==> config.mk <==
export PLATFORM = sky130hd
export DESIGN_NAME = nearest_centroid_assign
export DESIGN_NICKNAME = d
export VERILOG_FILES = /design/src/design/nca_pkg.sv /design/src/design/nearest_centroid_assign.sv /design/src/design/nca_term.sv
export SDC_FILE = /design/constraint.sdc
export NUM_CORES = 2
export LEC_CHECK = 0
export BUFFER_PORTS_ARGS = -buffer_cell sky130_fd_sc_hd__buf_2
export CELL_PAD_IN_SITES_DETAIL_PLACEMENT = 1
export CELL_PAD_IN_SITES_GLOBAL_PLACEMENT = 1
export CORE_MARGIN = 2
export CORE_UTILIZATION = 55
export CTS_BUF_LIST = sky130_fd_sc_hd__clkbuf_16
export CTS_CLUSTER_SIZE = 24
export DETAILED_ROUTE_END_ITERATION = 16
export PLACE_DENSITY = 0.79
export SKIP_LAST_GASP = 1
export SLEW_MARGIN = 0
export SYNTH_ARGS = -nofsm -noshare
export SYNTH_HDL_FRONTEND = slang
export SYNTH_HIERARCHICAL = 1
export SYNTH_MEMORY_MAX_BITS = 65536
export SYNTH_SLANG_ARGS = --single-unit
==> constraint.sdc <==
create_clock -name clock -period 17 [get_ports clock]
set_clock_uncertainty 0.1 [all_clocks]
set_input_delay 0.85 -clock clock [delete_from_list [all_inputs] [get_ports clock]]
set_output_delay 0.85 -clock clock [all_outputs]
set_load 0.02 [all_outputs]
==> src/design/nca_pkg.sv <==
// Shared types and constants for the nearest-centroid assignment block.
package nca_pkg;

   // Field widths fixed by the item formats.
   localparam int VALUE_W = 16;
   localparam int INDEX_W = 4;
   localparam int TERM_W  = 32;
   localparam int SUM_W   = 36;

   localparam logic [SUM_W-1:0] SUM_MAX = {SUM_W{1'b1}};

   // Item kinds carried in tuser.
   localparam logic OP_WRITE  = 1'b0;
   localparam logic OP_SAMPLE = 1'b1;

   // Distance modes.
   localparam logic MODE_EUCLID    = 1'b0;
   localparam logic MODE_MANHATTAN = 1'b1;

   // Register indexes on the configuration port.
   localparam logic [1:0] REG_DISTANCE_MODE    = 2'd0;
   localparam logic [1:0] REG_EXCLUDED_FEATURE = 2'd1;
   localparam logic [1:0] REG_CLUSTER_COUNT    = 2'd2;

   // Reset values of the registers.
   localparam logic [4:0] EXCLUDED_RESET = 5'd4;
   localparam logic [4:0] COUNT_RESET    = 5'd2;

   // Sequencer states.
   typedef enum logic [1:0] {
      S_IDLE,
      S_RUN,
      S_DRAIN,
      S_RESULT
   } state_type;

   // Controls for the distance term unit, constant over one item.
   typedef struct packed {
      logic manhattan;
      logic enable;
   } term_ctl_type;

endpackage

==> src/design/nearest_centroid_assign.sv <==
// Nearest-centroid assignment for k-means: centroid store, per-cluster sums, argmin.
//
// Centroid elements are loaded with write items (tuser 0), one per cycle while idle.
// A sample feature item (tuser 1) occupies the block until its walk is done, where k is
// the number of clusters in use: it is accepted, then walks the k clusters in turn
// through the single read port of the centroid memory and of the sum memory (one
// cluster per cycle), then waits while the term pipeline writes the last sum back.
// An item marked tlast then passes through a result state to hand its result to
// the output register, and waits there while an earlier result is still untaken.
// The per-cluster sums clear at reset and after every result through one valid
// bit per cluster, so no clearing pass is needed. Centroid elements that were
// never written read as undefined values.
module nearest_centroid_assign #(
   parameter int MAX_CLUSTERS = 16,
   parameter int MAX_FEATURES = 16
) (
   input  logic        clock,
   input  logic        reset,

   // Input items.
   input  logic        req_tvalid,
   output logic        req_tready,
   input  logic [23:0] req_tdata,   // cluster_sel[3:0], feature_index[7:4], value[23:8]
   input  logic [0:0]  req_tuser,   // op[0]
   input  logic        req_tlast,   // last

   // Result items.
   output logic        rsp_tvalid,
   input  logic        rsp_tready,
   output logic [39:0] rsp_tdata,   // nearest_cluster[3:0], min_distance[39:4]

   // Configuration port.
   input  logic        csr_psel,
   input  logic        csr_penable,
   input  logic        csr_pwrite,
   input  logic [3:0]  csr_paddr,
   input  logic [31:0] csr_pwdata,
   output logic [31:0] csr_prdata,
   output logic        csr_pready
);
   import nca_pkg::*;

   localparam int CW        = $clog2(MAX_CLUSTERS);
   localparam int FW        = $clog2(MAX_FEATURES);
   localparam int CEN_DEPTH = 1 << (CW + FW);
   localparam int SUM_DEPTH = 1 << CW;

   // Configuration registers.
   logic       mode_ff;
   logic [4:0] excluded_ff;
   logic [4:0] count_ff;
   logic       csr_write;

   assign csr_pready = 1'b1;
   assign csr_write  = csr_psel && csr_penable && csr_pwrite;

   always_ff @(posedge clock) begin
      if (reset) begin
         mode_ff     <= MODE_EUCLID;
         excluded_ff <= EXCLUDED_RESET;
         count_ff    <= COUNT_RESET;
      end else if (csr_write) begin
         unique case (csr_paddr[3:2])
            REG_DISTANCE_MODE:    mode_ff     <= csr_pwdata[0];
            REG_EXCLUDED_FEATURE: excluded_ff <= csr_pwdata[4:0];
            REG_CLUSTER_COUNT:    count_ff    <= csr_pwdata[4:0];
            default:              ;
         endcase
      end
   end

   always_comb begin
      unique case (csr_paddr[3:2])
         REG_DISTANCE_MODE:    csr_prdata = {31'd0, mode_ff};
         REG_EXCLUDED_FEATURE: csr_prdata = {27'd0, excluded_ff};
         REG_CLUSTER_COUNT:    csr_prdata = {27'd0, count_ff};
         default:              csr_prdata = '0;
      endcase
   end

   // Input field unpacking.
   logic               in_op;
   logic [INDEX_W-1:0] in_csel;
   logic [INDEX_W-1:0] in_feat;
   logic [VALUE_W-1:0] in_value;
   logic [6:0]         in_csel_ext;
   logic [6:0]         in_feat_ext;
   logic               req_accept;

   assign in_op       = req_tuser[0];
   assign in_csel     = req_tdata[3:0];
   assign in_feat     = req_tdata[7:4];
   assign in_value    = req_tdata[23:8];
   assign in_csel_ext = 7'(in_csel);
   assign in_feat_ext = 7'(in_feat);
   assign req_accept  = req_tvalid && req_tready;

   // Highest cluster index in use, with zero taken as one and a clamp at the top.
   logic [CW-1:0] last_c;

   always_comb begin
      if (count_ff == 5'd0) begin
         last_c = '0;
      end else if (7'(count_ff) > 7'(MAX_CLUSTERS)) begin
         last_c = CW'(MAX_CLUSTERS - 1);
      end else begin
         last_c = CW'(count_ff - 5'd1);
      end
   end

   // Sequencer.
   state_type     state_ff, state_in;
   logic [CW-1:0] cnt_ff, cnt_in;
   logic          issue;
   logic          rsp_load;
   logic          vld3_ff;
   logic          fin3_ff;
   logic          last_ff;

   always_ff @(posedge clock) begin
      if (reset) begin
         state_ff <= S_IDLE;
         cnt_ff   <= '0;
      end else begin
         state_ff <= state_in;
         cnt_ff   <= cnt_in;
      end
   end

   always_comb begin
      state_in   = state_ff;
      cnt_in     = cnt_ff;
      req_tready = 1'b0;
      issue      = 1'b0;
      rsp_load   = 1'b0;
      unique case (state_ff)
         S_IDLE: begin
            req_tready = 1'b1;
            cnt_in     = '0;
            if (req_tvalid && in_op == OP_SAMPLE) begin
               state_in = S_RUN;
            end
         end
         S_RUN: begin
            issue = 1'b1;
            if (cnt_ff == last_c) begin
               state_in = S_DRAIN;
            end else begin
               cnt_in = cnt_ff + 1'b1;
            end
         end
         S_DRAIN: begin
            if (vld3_ff && fin3_ff) begin
               state_in = last_ff ? S_RESULT : S_IDLE;
            end
         end
         S_RESULT: begin
            if (!rsp_tvalid || rsp_tready) begin
               rsp_load = 1'b1;
               state_in = S_IDLE;
            end
         end
         default: state_in = S_IDLE;
      endcase
   end

   // Sample item held for the length of its cluster walk.
   logic [FW-1:0]      feat_ff;
   logic [VALUE_W-1:0] val_ff;
   logic               add_en_ff;

   always_ff @(posedge clock) begin
      if (req_accept && in_op == OP_SAMPLE) begin
         feat_ff   <= in_feat_ext[FW-1:0];
         val_ff    <= in_value;
         last_ff   <= req_tlast;
         add_en_ff <= (in_feat_ext < 7'(MAX_FEATURES)) && ({1'b0, in_feat} != excluded_ff);
      end
   end

   // Centroid memory: written by write items, read one cluster per cycle.
   logic [VALUE_W-1:0] cen_mem [CEN_DEPTH];
   logic [VALUE_W-1:0] cen_rd_ff;

   always_ff @(posedge clock) begin
      if (req_accept && in_op == OP_WRITE && in_csel_ext < 7'(MAX_CLUSTERS)
          && in_feat_ext < 7'(MAX_FEATURES)) begin
         cen_mem[{in_csel_ext[CW-1:0], in_feat_ext[FW-1:0]}] <= in_value;
      end
      cen_rd_ff <= cen_mem[{cnt_ff, feat_ff}];
   end

   // Sum memory with a valid bit per cluster; an invalid entry reads as zero.
   logic [SUM_W-1:0]     sum_mem [SUM_DEPTH];
   logic [SUM_W-1:0]     sum_rd_ff;
   logic [SUM_DEPTH-1:0] sum_valid_ff;
   logic                 sumv_rd_ff;
   logic [CW-1:0]        c3_ff;
   logic [SUM_W-1:0]     new_sum;

   always_ff @(posedge clock) begin
      if (vld3_ff) begin
         sum_mem[c3_ff] <= new_sum;
      end
      sum_rd_ff <= sum_mem[cnt_ff];
   end

   always_ff @(posedge clock) begin
      if (reset) begin
         sum_valid_ff <= '0;
         sumv_rd_ff   <= 1'b0;
      end else begin
         sumv_rd_ff <= sum_valid_ff[cnt_ff];
         if (rsp_load) begin
            sum_valid_ff <= '0;
         end else if (vld3_ff) begin
            sum_valid_ff[c3_ff] <= 1'b1;
         end
      end
   end

   // Pipeline control: stage one has the memory data, stage three the term.
   logic          vld1_ff, vld2_ff;
   logic          fin1_ff, fin2_ff;
   logic [CW-1:0] c1_ff, c2_ff;

   always_ff @(posedge clock) begin
      if (reset) begin
         vld1_ff <= 1'b0;
         vld2_ff <= 1'b0;
         vld3_ff <= 1'b0;
      end else begin
         vld1_ff <= issue;
         vld2_ff <= vld1_ff;
         vld3_ff <= vld2_ff;
      end
   end

   logic [SUM_W-1:0] sum2_ff, sum3_ff;

   always_ff @(posedge clock) begin
      fin1_ff <= (cnt_ff == last_c);
      fin2_ff <= fin1_ff;
      fin3_ff <= fin2_ff;
      c1_ff   <= cnt_ff;
      c2_ff   <= c1_ff;
      c3_ff   <= c2_ff;
      sum2_ff <= sumv_rd_ff ? sum_rd_ff : '0;
      sum3_ff <= sum2_ff;
   end

   // Distance term for the cluster in stage one, ready in stage three.
   term_ctl_type      term_ctl;
   logic [TERM_W-1:0] term;

   assign term_ctl.manhattan = mode_ff;
   assign term_ctl.enable    = add_en_ff;

   nca_term u_term (
      .clock    (clock),
      .ctl      (term_ctl),
      .sample   (val_ff),
      .centroid (cen_rd_ff),
      .term     (term)
   );

   // Saturating accumulate in stage three.
   logic [SUM_W:0] sum_wide;

   always_comb begin
      sum_wide = {1'b0, sum3_ff} + (SUM_W + 1)'(term);
      new_sum  = sum_wide[SUM_W] ? SUM_MAX : sum_wide[SUM_W-1:0];
   end

   // Running minimum over the new sums of a last item; ties keep the lower index.
   logic [CW-1:0]    best_idx_ff;
   logic [SUM_W-1:0] best_sum_ff;

   always_ff @(posedge clock) begin
      if (vld3_ff && last_ff && (c3_ff == '0 || new_sum < best_sum_ff)) begin
         best_idx_ff <= c3_ff;
         best_sum_ff <= new_sum;
      end
   end

   // Output register.
   logic             rsp_valid_ff;
   logic [INDEX_W-1:0] rsp_idx_ff;
   logic [SUM_W-1:0] rsp_sum_ff;

   always_ff @(posedge clock) begin
      if (reset) begin
         rsp_valid_ff <= 1'b0;
      end else if (rsp_load) begin
         rsp_valid_ff <= 1'b1;
      end else if (rsp_tready) begin
         rsp_valid_ff <= 1'b0;
      end
   end

   always_ff @(posedge clock) begin
      if (rsp_load) begin
         rsp_idx_ff <= INDEX_W'(best_idx_ff);
         rsp_sum_ff <= best_sum_ff;
      end
   end

   assign rsp_tvalid = rsp_valid_ff;
   assign rsp_tdata  = {rsp_sum_ff, rsp_idx_ff};

   // A new item is only taken once the previous cluster walk has drained.
   a_accept_drained: assert property (@(posedge clock) disable iff (reset)
      req_accept |-> (!vld1_ff && !vld2_ff && !vld3_ff))
      else $error("item accepted while the sum pipeline is still busy");

   // Sums are cleared for the next sample once a result is handed over.
   a_sums_cleared: assert property (@(posedge clock) disable iff (reset)
      rsp_load |=> (sum_valid_ff == '0))
      else $error("cluster sums not cleared after a result");

   // The winner lies among the clusters in use.
   a_winner_in_range: assert property (@(posedge clock) disable iff (reset)
      rsp_load |-> (best_idx_ff <= last_c))
      else $error("winning cluster beyond the clusters in use");

   // A finished walk never lands while the sequencer sits idle.
   a_no_late_write: assert property (@(posedge clock) disable iff (reset)
      vld3_ff |-> (state_ff == S_RUN || state_ff == S_DRAIN))
      else $error("sum write-back outside the cluster walk");

endmodule

==> src/design/nca_term.sv <==
// Two-stage distance term unit: absolute difference, then square or pass.
module nca_term (
   input  logic                          clock,
   input  nca_pkg::term_ctl_type         ctl,
   input  logic signed [nca_pkg::VALUE_W-1:0] sample,
   input  logic signed [nca_pkg::VALUE_W-1:0] centroid,
   output logic [nca_pkg::TERM_W-1:0]    term
);
   import nca_pkg::*;

   logic signed [VALUE_W:0] diff;
   logic        [VALUE_W:0] diff_mag;
   logic [VALUE_W-1:0]      absdiff_ff, absdiff_in;
   term_ctl_type            ctl_ff;
   logic [TERM_W-1:0]       term_ff, term_in;

   // Stage one: magnitude of the difference; it always fits 16 bits.
   always_comb begin
      diff       = {sample[VALUE_W-1], sample} - {centroid[VALUE_W-1], centroid};
      diff_mag   = diff[VALUE_W] ? (~diff + 1'b1) : diff;
      absdiff_in = diff_mag[VALUE_W-1:0];
   end

   // Stage two: square for Euclidean, pass for Manhattan, zero when gated off.
   always_comb begin
      if (!ctl_ff.enable) begin
         term_in = '0;
      end else if (ctl_ff.manhattan == MODE_MANHATTAN) begin
         term_in = TERM_W'(absdiff_ff);
      end else begin
         term_in = TERM_W'(absdiff_ff) * TERM_W'(absdiff_ff);
      end
   end

   always_ff @(posedge clock) begin
      absdiff_ff <= absdiff_in;
      ctl_ff     <= ctl;
      term_ff    <= term_in;
   end

   assign term = term_ff;

endmodule

==> flow_metrics.tcl <==
set metrics [dict create \
    status "finished clean" \
    drc 0 \
    synth_top_area_cell "edfxtp_1" \
    hp-class "in -> reg" \
    route.vias.total 103000 \
    yosysTopAreaCellShare_pct 72.3 \
    ios 144 \
    placed_cell_area_um2 206000 \
    crit_required_ns 17.53 \
    post-route-min-period_ns 7.95 \
    clock_sinks 5001 \
    n_fill_cell 29600 \
    fin_ws_ns 9.05 \
    crit_family "compound AO/OA/AOI/OAI gates" \
    top_usage_layer "met2" \
    cts_tree "yes" \
    root_buffer "clkbuf_16" \
    fin_area_um2 221000 \
    hold_ws_ns 0.115 \
    r2r.worst_path.cells 19 \
    setup_viol 0 \
    drt-total-wl_mm 559 \
    drive_above_1_share_pct 23.9 \
    synth-seq-cells 5001 \
    nNetsFinal 10500 \
    grt-ovfl-total 0 \
    start_util_pct 55.2 \
    async_flop_share_pct 0 \
    synth_top_cells_by_area "edfxtp_1, mux4_2, dfxtp_1" \
    cp_data_arrival_time_ns 8.48 \
    critPathLaunchType "flip-flop" \
    cts_htree_levels 5 \
    maxSlewHeadroom_pct 4.13 \
    cp-end-kind "flip-flop" \
    hpwl_mm 313 \
    avgRoutedWirePerCell_um 36.6 \
    slew_violations 0 \
    rsz0062_at_grt "false" \
    vias_per_cell 6.77 \
    cts_buffers 477 \
    drtIter0Drc 14100 \
    netlist_area_um2 198000 \
    fin_setup_tns_ns 0 \
    p_per_area_nw_per_um2 205 \
    ir_drop_v 0.00165 \
    ant_nets 0 \
    tightestPinTransition_ns 1.44 \
    grt_pass1_vias 108000 \
    p_leak_uw 0.0718 \
    dr.pass1.iters 6 \
    grt_pass1_wl_mm 799 \
    drv_cap 0 \
    port_buffers 86 \
    ys_seq_area_share_pct 74.6 \
    critical_path.cell_chain "ha_1 -> fa_1 -> a211oi_1 -> o21bai_1 -> o311ai_1 -> o211a_1 -> o21ai_1 -> a31oi_4 -> buf_4 -> nand2_1 -> ha_1 -> a21oi_1 -> nor2_1 -> a2111oi_0 -> a21oi_1 -> o31ai_1 -> nand3_1 -> o21ai_4 -> buf_4" \
    grt_use_met3_pct 6.16 \
    critPathSlowestCell "a2111oi_0" \
    whs_path_depth 3 \
    crit_buf_inv 2 \
    period_share_pct 46.8 \
    synthCells 9590 \
    finalHoldViolCount 0 \
    rows 220 \
    synth-warning-count 6 \
    worstSetupPathType "reg -> reg" \
    crit_fanout 28 \
    cp_num_cells 19 \
    synth_edf_count 4774 \
    fmax_mhz 126 \
    avgSynthCellArea_um2 20.7 \
    die_w_um 604 \
    cpPeakStageDelay_ns 0.88 \
    area_growth_pct 11.5 \
    insertion_delay_ns 1.04 \
    yosys_most_used_dff "edfxtp_1" \
    synth_cell_types 91 \
    core_area_um2 359000 \
    place_ws_ns 9.16 \
    clk_pin_slew_ns 0.06 \
    antenna_found_initial 41 \
    cts_buffer_depth 4 \
    dieArea_um2 365000 \
    use_met2_pct 49.4 \
    grt_max_degree 160 \
    grt.total_usage_pct 30.7 \
    use_met1_pct 40.6 \
    place_congestion 0.842 \
    die_y_um 604 \
]
layout make-up:
type / instances / area (µm²) / area share [%]
repair buffers: 492 / 3780 / 1.71
clock inverters: 397 / 3090 / 1.40
diodes: 20 / 50.0 / 0.0226
flip-flops and latches: 5001 / 148000 / 66.9
multi-input cells: 3742 / 46900 / 21.2
well taps: 4773 / 5970 / 2.70
clock buffers: 484 / 12100 / 5.48
inverters: 333 / 1250 / 0.565
cell usage in the layout (no fill, tap or decap), types with 23 or more instances in the layout:
| cell | n |
|---|---|
| edfxtp_1 | 4774 |
| mux4_2 | 1209 |
| clkbuf_16 | 484 |
| inv_1 | 438 |
| buf_4 | 389 |
| nor2_1 | 316 |
| dfxtp_1 | 223 |
| a22oi_1 | 222 |
| nand2_1 | 188 |
| ha_1 | 186 |
| a21oi_1 | 183 |
| fa_1 | 166 |
| a221oi_1 | 118 |
| clkinv_1 | 109 |
| a22o_1 | 104 |
| and2_1 | 98 |
| clkinv_2 | 98 |
| mux2i_1 | 93 |
| o21ai_0 | 79 |
| buf_2 | 71 |
| nor3_1 | 57 |
| o211ai_1 | 54 |
| o22ai_1 | 53 |
| nor2_2 | 49 |
| xnor2_1 | 40 |
| bufinv_16 | 39 |
| o21a_1 | 35 |
| nand3_1 | 34 |
| nor2b_1 | 33 |
| xor2_1 | 33 |
| a21o_1 | 30 |
| conb_1 | 28 |
| nand2b_1 | 25 |
| nand4_1 | 23 |
logic make-up (layout without fill, tap and decap cells):
group / Yosys count / after routing / synth area share (%)
buffers and inverters: 873 / 1706 / 1.94
AOI/OAI and AO/OA: 1026 / 1026 / 3.73
muxes: 1309 / 1309 / 14.2
adders and majority gates: 354 / 354 / 2.86
and+or+nand+nor: 950 / 950 / 2.25
other: 2 / 48 / 0.00379
DFF: 5001 / 5001 / 74.6
xor gates and xnor gates: 75 / 75 / 0.339
layer usage:
metal	part of all wire, %	routed length, µm	vias to the layer above
li1	-	-	40300
met1	36	199000	54500
met2	48	270000	6907
met3	10	58400	1408
met4	5.5	30500	28
met5	0.037	204	-
registers in the layout, indices dropped and copies added (netlist names), 32 cells and up:
register / flops
cen_mem: 4096
rsp_sum_ff: 36
sum3_ff: 36
sum2_ff: 36
sum_rd_ff: 36
sum_mem: 576
u_term/term: 32
best_sum_ff: 36
worst min-delay path: cells and delay by family:
family,cells,cell delay [ns]
AND/OR/NAND/NOR,1,0.14
AO/OA/AOI/OAI,1,0.08
buffers and inverters,1,0.07
Yosys cell counts, types with 93 or more instances:
cell      instances
buf_2           132
a221oi_1        118
ha_1            186
nand2_1         198
dfxtp_1         227
a21oi_1         183
and2_1           99
mux2i_1          93
mux4_2         1209
inv_1           333
edfxtp_1       4774
nor2_1          379
a22oi_1         222
fa_1            166
a22o_1          104
clkbuf_1        270
path summary, 6_finish.rpt:
check                   from              to  slack (ns)
setup reg to reg  sum3_ff[0]  best_idx_ff[2]        9.05
hold reg to reg   sum2_ff[8]      sum3_ff[8]        0.22
setup / recovery  sum3_ff[0]  best_idx_ff[2]        9.05
hold / removal    rsp_tready      rsp_tvalid        0.12
stage by stage:
stage | power (µW) | utilization (%) | std cells
after floorplan | 30100 | - | 9616
after global placement | 34700 | 57.3 | 14300
after detailed placement | 35100 | 57.3 | 14300
after CTS | 45600 | 61.6 | 15200
after global routing | 48400 | 61.6 | 15200
final | 45400 | 61.6 | 15200
where the power goes:
group | switching [µW] | internal, µW | leakage [µW]
sequential | 84.9 | 14000 | 0.0448
combinational | 12400 | 8470 | 0.0191
clock | 4710 | 5750 | 0.00786
what timing repair did:
item	4_1_cts	5_1_grt
hold buffers	6	0
resized for setup	0	0
buffers inserted	0	0
endpoints found under the hold margin	11	0
No activity file was read; power rests on OpenSTA's default activity.
